**src/rtl/core/mow_pkg.sv**
```systemverilog
// Package for the median-of-window core: value and window types, the
// odd-even merge sorting network description and the compare-exchange layer.
// No dependencies.
`timescale 1ns / 1ps
`default_nettype none

package mow_pkg;

   localparam int WINDOW_SLOTS = 8;
   localparam int VALUE_BITS   = 48;
   localparam int COUNT_BITS   = 4;
   localparam int SLOT_BITS    = $clog2(WINDOW_SLOTS);

   // Batcher odd-even merge network for eight slots: six layers, up to four
   // compare-exchanges each. A pair of equal indices is a no-op filler.
   localparam int SORT_LAYERS   = 6;
   localparam int LAYER_CMPS    = 4;
   localparam int LAYER_BITS    = $clog2(SORT_LAYERS);
   localparam int SORT_STAGES   = 3;
   localparam int LAYERS_PER_STAGE = SORT_LAYERS / SORT_STAGES;

   typedef logic [VALUE_BITS-1:0]            value_type;
   typedef value_type [WINDOW_SLOTS-1:0]     window_type;
   typedef logic [COUNT_BITS-1:0]            count_type;
   typedef logic [SLOT_BITS-1:0]             slot_index_type;
   typedef logic [LAYER_BITS-1:0]            layer_index_type;

   localparam slot_index_type CMP_LO [SORT_LAYERS][LAYER_CMPS] = '{
      '{3'd0, 3'd2, 3'd4, 3'd6},
      '{3'd0, 3'd1, 3'd4, 3'd5},
      '{3'd1, 3'd5, 3'd0, 3'd0},
      '{3'd0, 3'd1, 3'd2, 3'd3},
      '{3'd2, 3'd3, 3'd0, 3'd0},
      '{3'd1, 3'd3, 3'd5, 3'd0}
   };

   localparam slot_index_type CMP_HI [SORT_LAYERS][LAYER_CMPS] = '{
      '{3'd1, 3'd3, 3'd5, 3'd7},
      '{3'd2, 3'd3, 3'd6, 3'd7},
      '{3'd2, 3'd6, 3'd0, 3'd0},
      '{3'd4, 3'd5, 3'd6, 3'd7},
      '{3'd4, 3'd5, 3'd0, 3'd0},
      '{3'd2, 3'd4, 3'd6, 3'd0}
   };

   // One layer of the network; the pairs in a layer are disjoint.
   function automatic window_type compare_layer(window_type w, layer_index_type layer);
      window_type     r;
      value_type      a;
      value_type      b;
      slot_index_type lo;
      slot_index_type hi;
      r = w;
      for (int k = 0; k < LAYER_CMPS; k++) begin
         lo = CMP_LO[layer][k];
         hi = CMP_HI[layer][k];
         a  = r[lo];
         b  = r[hi];
         if (a > b) begin
            r[lo] = b;
            r[hi] = a;
         end
      end
      return r;
   endfunction

   // floor((a + b) / 2) without losing the carry
   function automatic value_type half_sum(value_type a, value_type b);
      logic [VALUE_BITS:0] sum;
      sum = {1'b0, a} + {1'b0, b};
      return sum[VALUE_BITS:1];
   endfunction

endpackage

`default_nettype wire

```
**src/rtl/core/mow_sorter.sv**
```systemverilog
// Three-stage pipelined sorting network, two compare layers per stage.
// The window count rides along with each beat. Depends on mow_pkg.
`timescale 1ns / 1ps
`default_nettype none

module mow_sorter
   import mow_pkg::*;
(
   input  wire logic       clock,
   input  wire logic       reset,
   input  wire logic       in_valid,
   output      logic       in_ready,
   input  wire window_type in_window,
   input  wire count_type  in_count,
   output      logic       out_valid,
   input  wire logic       out_ready,
   output      window_type out_window,
   output      count_type  out_count
);

   logic       valid_ff  [SORT_STAGES];
   window_type window_ff [SORT_STAGES];
   count_type  count_ff  [SORT_STAGES];

   logic       stage_ready [SORT_STAGES];
   logic       prev_valid  [SORT_STAGES];
   window_type prev_window [SORT_STAGES];
   count_type  prev_count  [SORT_STAGES];
   window_type window_in   [SORT_STAGES];

   for (genvar s = 0; s < SORT_STAGES; s++) begin : g_stage
      if (s == 0) begin : g_first
         assign prev_valid[s]  = in_valid;
         assign prev_window[s] = in_window;
         assign prev_count[s]  = in_count;
      end else begin : g_next
         assign prev_valid[s]  = valid_ff[s-1];
         assign prev_window[s] = window_ff[s-1];
         assign prev_count[s]  = count_ff[s-1];
      end

      if (s == SORT_STAGES - 1) begin : g_last_rdy
         assign stage_ready[s] = !valid_ff[s] || out_ready;
      end else begin : g_mid_rdy
         assign stage_ready[s] = !valid_ff[s] || stage_ready[s+1];
      end

      always_comb begin
         window_in[s] = prev_window[s];
         for (int l = 0; l < LAYERS_PER_STAGE; l++) begin
            window_in[s] = compare_layer(window_in[s],
                              LAYER_BITS'(s * LAYERS_PER_STAGE + l));
         end
      end

      always_ff @(posedge clock) begin
         if (reset) begin
            valid_ff[s] <= 1'b0;
         end else if (stage_ready[s]) begin
            valid_ff[s] <= prev_valid[s];
         end
      end

      always_ff @(posedge clock) begin
         if (stage_ready[s] && prev_valid[s]) begin
            window_ff[s] <= window_in[s];
            count_ff[s]  <= prev_count[s];
         end
      end
   end

   assign in_ready   = stage_ready[0];
   assign out_valid  = valid_ff[SORT_STAGES-1];
   assign out_window = window_ff[SORT_STAGES-1];
   assign out_count  = count_ff[SORT_STAGES-1];

endmodule

`default_nettype wire
```
**config.mk**
```make
export PLATFORM = sky130hd
export DESIGN_NAME = mow_sorter
export DESIGN_NICKNAME = d
export VERILOG_FILES = /design/src/rtl/core/mow_pkg.sv /design/src/rtl/core/mow_sorter.sv
export SDC_FILE = /design/constraint.sdc
export NUM_CORES = 2
export LEC_CHECK = 0
export CAP_MARGIN = 40
export CORE_ASPECT_RATIO = 0.9
export CORE_MARGIN = 5
export CORE_UTILIZATION = 49
export DETAILED_ROUTE_END_ITERATION = 10
export DONT_BUFFER_PORTS = 1
export GPL_ROUTABILITY_DRIVEN = 0
export PLACE_DENSITY = 0.7
export SYNTH_ARGS = -nofsm -noshare
export SYNTH_HDL_FRONTEND = slang
export SYNTH_SLANG_ARGS = --single-unit
```
**constraint.sdc**
```tcl
create_clock -name clock -period 35.5 [get_ports clock]
set_clock_uncertainty 0.05 [all_clocks]
set_input_delay 8.875 -clock clock [delete_from_list [all_inputs] [get_ports clock]]
set_output_delay 8.875 -clock clock [all_outputs]
set_load 0.02 [all_outputs]
```
-- After elaboration in Yosys (flattened, before gate mapping)
Memories as Yosys holds them, arrays and structs flattened.
Cells that the tools add are included.
- magnitude comparators: 19
- multiplexer cells: 49
- bitwise operators: 3
- reduce and logical (&&, ||, !) cells: 9
- operator list (operator ; number):
    $mux 48 ; 20
    $gt 48x48->1 ; 19
    $mux 96 ; 9
    $mux 1 ; 20
    $logic_and 1x1->1 ; 3
    $logic_not 1->1 ; 3
    $logic_or 1x1->1 ; 3
    $or 1x1->1 ; 3
- flip-flop bits (word level): 0
- RAM bits: 1167
- memories: 3
- memories (name ; depth ; width ; read ports ; clocked after Yosys merged registers in ; write ports ; RTL line ; text):
    window_ff ; 3 ; 384 ; 3 ; 0 ; 3 ; mow_sorter.sv:22 ; window_type window_ff [SORT_STAGES];
    count_ff ; 3 ; 4 ; 3 ; 0 ; 3 ; mow_sorter.sv:23 ; count_type count_ff [SORT_STAGES];
    valid_ff ; 3 ; 1 ; 3 ; 0 ; 3 ; mow_sorter.sv:21 ; logic valid_ff [SORT_STAGES];

-- Depth between registers and ports, before layout
- depth after elaboration: 8
- gate-level depth with buffers: 25
- depth with buffers taken out: 19

-- Worst setup path after synthesis
Ideal clock, no wire load.
- kind: input port to flip-flop
- from: in out_ready
- to: mem count_ff[0][4] (netlist bit) (enable)
- setup time: 1.192 ns
- arrival time: 26.185 ns
- required time: 34.258 ns
- slack: 8.074 ns
- cell stages on the path: 3
- path buffers: 0
- cell sequence: nor2b_1 and2_1 nor2b_1
- RTL lines (item ; RTL line ; text):
    start, declared ; mow_sorter.sv:16 ; input wire logic out_ready,
    end, declared ; mow_sorter.sv:23 ;

-- Final worst setup path
- from: in out_ready
- to: out in_ready
- cells in the longest elaborated chain, start to end: 3
- ends and longest elaborated chain (item ; RTL line ; text):
    $logic_or 1x1->1 ; mow_sorter.sv:43 ; assign stage_ready[s] = !valid_ff[s] || out_ready;
    $logic_or 1x1->1 (2 in a row) ; mow_sorter.sv:45 ; assign stage_ready[s] = !valid_ff[s] || stage_ready[s+1];
    end, declared ; mow_sorter.sv:12 ; output logic in_ready,
Every way passes these cells.

==> results.py <==
metrics = {
    "status": {
        "run_status": "finished, final reports clean",
    },
    "timing": {
        "min_period_ns": 18.59,
        "grt_setup_unrepaired": "false",
        "relative_max_transition_margin_pct": 36.26,
        "finalMaxSlewViolations": 0,
        "fmaxAchievable_mhz": 53.80,
        "worst-slew-pin-transition_ns": 0.9488,
        "final_hold_viol_count": 0,
        "timing.final.setup_violations": 0,
        "post-route-period-util_pct": 52.36,
        "timing.setup.tns_ns": 0,
    },
    "clock_network": {
        "clock_sink_count": 1167,
        "cts_made_buffers": 135,
        "cts_max_path_buffers": 3,
        "tritoncts_clock_tree": "yes",
        "clk_root_buffer_cell": "clkbuf_16",
        "cts_resized": 0,
        "clk_pin_slew_ns": 0.06,
        "clk-insertion-delay-late_ns": 0.77,
        "cts_max_level": 4,
        "cts_hold_fix_bufs": 0,
        "postCtsSetupBuffers": 0,
    },
    "synthesis": {
        "synthesis.area_per_instance_sq_um": 11.95,
        "yosysWarnings": 0,
        "synthDistinctLibCells": 62,
        "synth.yosys.seq_area_share_pct": 45.18,
        "dominantRegCellSynth": "edfxtp_1",
        "share_of_synthesized_flip_flops_with_an_asynchronous_set_or_reset_pct": 0,
        "synth_edf_count": 1167,
        "yosys_register_bits": 1167,
        "syn-num-nets": 7793,
        "syn-cell-area_sq_um": 77570,
        "syn_inst": 6489,
    },
    "global_route": {
        "grt_antenna_before_repair": 33,
        "global_route.usage.total_pct": 29.36,
        "largest_net_degree_at_the_start_of_global_routing": 160,
        "grt.overflow.total": 0,
        "grt_first_pass_wirelength_mm": 351.3,
        "via_count_of_the_first_global_routing_pass": 49620,
    },
    "worst_setup_path": {
        "path_cells": "nor2b_1 > and2_1 > nand2_1",
        "worst_path_max_delay_cell": "and2_1",
        "r2r-start": "window_ff[0][510]$_DFFE_PP_",
        "ff2ff_setup_slack_ns": 26.67,
        "critical_path_launch_point_type": "input pin",
        "critPathMaxFanout": 5,
        "r2r-end": "window_ff[0][907]$_DFFE_PP_",
        "timing.critical_path.arrival_ns": 9.66,
        "r2r.worst_path.cells": 21,
        "crit_path_start": "out_ready",
        "setup.worst_path.end_class": "output port",
        "worst_path_largest_cell_delay_ns": 0.32,
        "timing.setup.critical_path_class": "input pin to output port",
        "worst-endpoint-required_ns": 26.57,
    },
    "final_layout": {
        "nNetsFinal": 7790,
        "flow.area_growth_from_synthesis_pct": 9.156,
        "drive_above_1_share_pct": 9.637,
    },
    "power": {
        "design_power_total_mw": 6.711,
        "cell_area_power_density_nw_per_um2": 79.26,
        "power.leakage_nw": 37.45,
        "ir_worst_vdd_mv": 0.06125,
    },
    "flow_run": {
        "max_cap_violation_count": 0,
    },
    "placed_design": {
        "detailed_place_hpwl_mm": 211.7,
        "io_buffer_count": 0,
    },
    "worst_hold_path": {
        "whs_path_depth": 0,
        "hp-class": "flop to flop",
        "min_delay_worst_endpoint": "window_ff[0][1106]$_DFFE_PP_",
        "hold_path.startpoint": "window_ff[0][722]$_DFFE_PP_",
    },
    "die": {
        "rows": 138,
        "width_of_the_die_microns": 429.4,
        "height_of_the_chip_microns": 387.5,
        "core_area_sq_um": 157300,
        "die-area_sq_um": 166400,
        "initial_util_pct": 49.31,
        "io_pins": 782,
    },
    "route": {
        "drc": 0,
        "finalWirelength_mm": 254.7,
        "first_pass_iters": 6,
        "1st_iter_drt_viols": 5783,
        "detail-route-antenna-nets": 0,
        "route.vias.total": 53290,
        "drt-wirelength-per-cell_microns": 29.29,
        "via_per_inst": 6.130,
    },
}
-- worst max-delay path, delay by kind of cell --
kind | cells | cell delay (ns)
AND/OR/NAND/NOR | 3 | 0.79
-- worst max-delay path by stage --
| stage | end | slack [ns] | cells after the start |
|---|---|---|---|
| 2_1_floorplan | count_ff[0][4]$_DFFE_PP_ | 8.07 | 3 |
| 3_3_place_gp | in_ready | 16.95 | 3 |
| 3_5_place_dp | in_ready | 16.90 | 3 |
| 4_1_cts | in_ready | 16.90 | 3 |
| 5_1_grt | in_ready | 16.85 | 3 |
| 6_report | in_ready | 16.91 | 3 |
-- kinds of logic after synthesis --
logic type                 after synthesis  share of synthesized area [%]
AOI/OAI and AO/OA                      789                          6.160
adders and majority gates              912                          14.71
DFF                                   1167                          45.18
muxes                                 1777                          23.48
and+or+nand+nor                        702                          4.663
buffers and inverters                 1142                          5.807
-- routing by layer --
layer | track usage [%] | routed length (microns)
met5 | 0 | 0
met1 | 43.96 | 114100
met3 | 6.925 | 27130
met2 | 39.80 | 98800
met4 | 13.79 | 14670
-- synthesized netlist by cell type, drive strengths merged (28+ instances only) --
library cell | number | area, sq um
o21ai | 111 | 555.5
a21oi | 379 | 1897
nand2 | 157 | 589.3
nor3 | 43 | 215.2
nor4 | 28 | 175.2
buf | 156 | 803.3
nand3 | 73 | 365.4
mux2 | 339 | 3817
o211ai | 41 | 307.8
nor2b | 33 | 206.5
ha | 912 | 11410
mux2i | 1438 | 14390
a21o | 136 | 1021
clkbuf | 59 | 221.5
nor2 | 126 | 473.0
edfxtp | 1167 | 35040
inv | 927 | 3480
nand4 | 172 | 1076
-- sequential cells by signal, indices dropped and copies added (netlist names) --
signal,cells
window_ff,1152
count_ff,12
valid_ff,3
-- area by class of cell --
type / instances / area [sq um]
multi-input combinational: 4180 / 38230
clock buffer: 162 / 3501
clock inverter: 78 / 962.2
antenna: 5 / 12.51
fill: 13180 / 72630
sequential: 1167 / 35040
timing repair buffer: 75 / 815.8
tap: 2100 / 2628
inverter: 927 / 3480
-- per-stage QoR --
step	cells	hold slack, ns	util [%]	instance area, sq um	setup slack, ns
CTS	8689	0.3611	53.82	84650	16.90
finish	8694	0.3470	53.83	84670	16.91
detailed placement	8449	0.3545	50.98	80190	16.90
floorplan	6489	0.3503	-	77570	8.074
global placement	8425	0.3510	50.74	79810	16.95
global route	8689	0.3695	53.82	84650	16.85
-- power by group --
part / internal [mW] / total (mW) / switching (mW)
combinational: 1.22 / 3.00 / 1.78
clock: 0.834 / 1.42 / 0.583
sequential: 1.98 / 2.29 / 0.314
total: 4.04 / 6.71 / 2.67
-- cells in the final DEF, fill, tap and decap left out, types with 8 or more instances in the layout --
| cell | instances |
|---|---|
| nor2b_1 | 31 |
| inv_1 | 927 |
| clkinv_2 | 20 |
| and4_1 | 20 |
| or4_1 | 8 |
| buf_16 | 9 |
| and3_1 | 11 |
| buf_4 | 49 |
| a211oi_1 | 27 |
| ha_1 | 912 |
| a21o_1 | 136 |
| clkbuf_1 | 26 |
| nand4_1 | 172 |
| nand3_1 | 73 |
| or3_1 | 11 |
| a221oi_1 | 20 |
| o21ai_0 | 109 |
| mux2i_1 | 1438 |
| nor3_1 | 40 |
| mux2_2 | 339 |
| nor4_1 | 28 |
| nand2_1 | 157 |
| clkbuf_16 | 136 |
| nor2_1 | 126 |
| edfxtp_1 | 1167 |
| o211ai_1 | 41 |
| bufinv_16 | 17 |
| inv_6 | 10 |
| clkinv_1 | 18 |
| a21oi_1 | 372 |
| o21a_1 | 13 |
(Power assumes the default switching activity.)
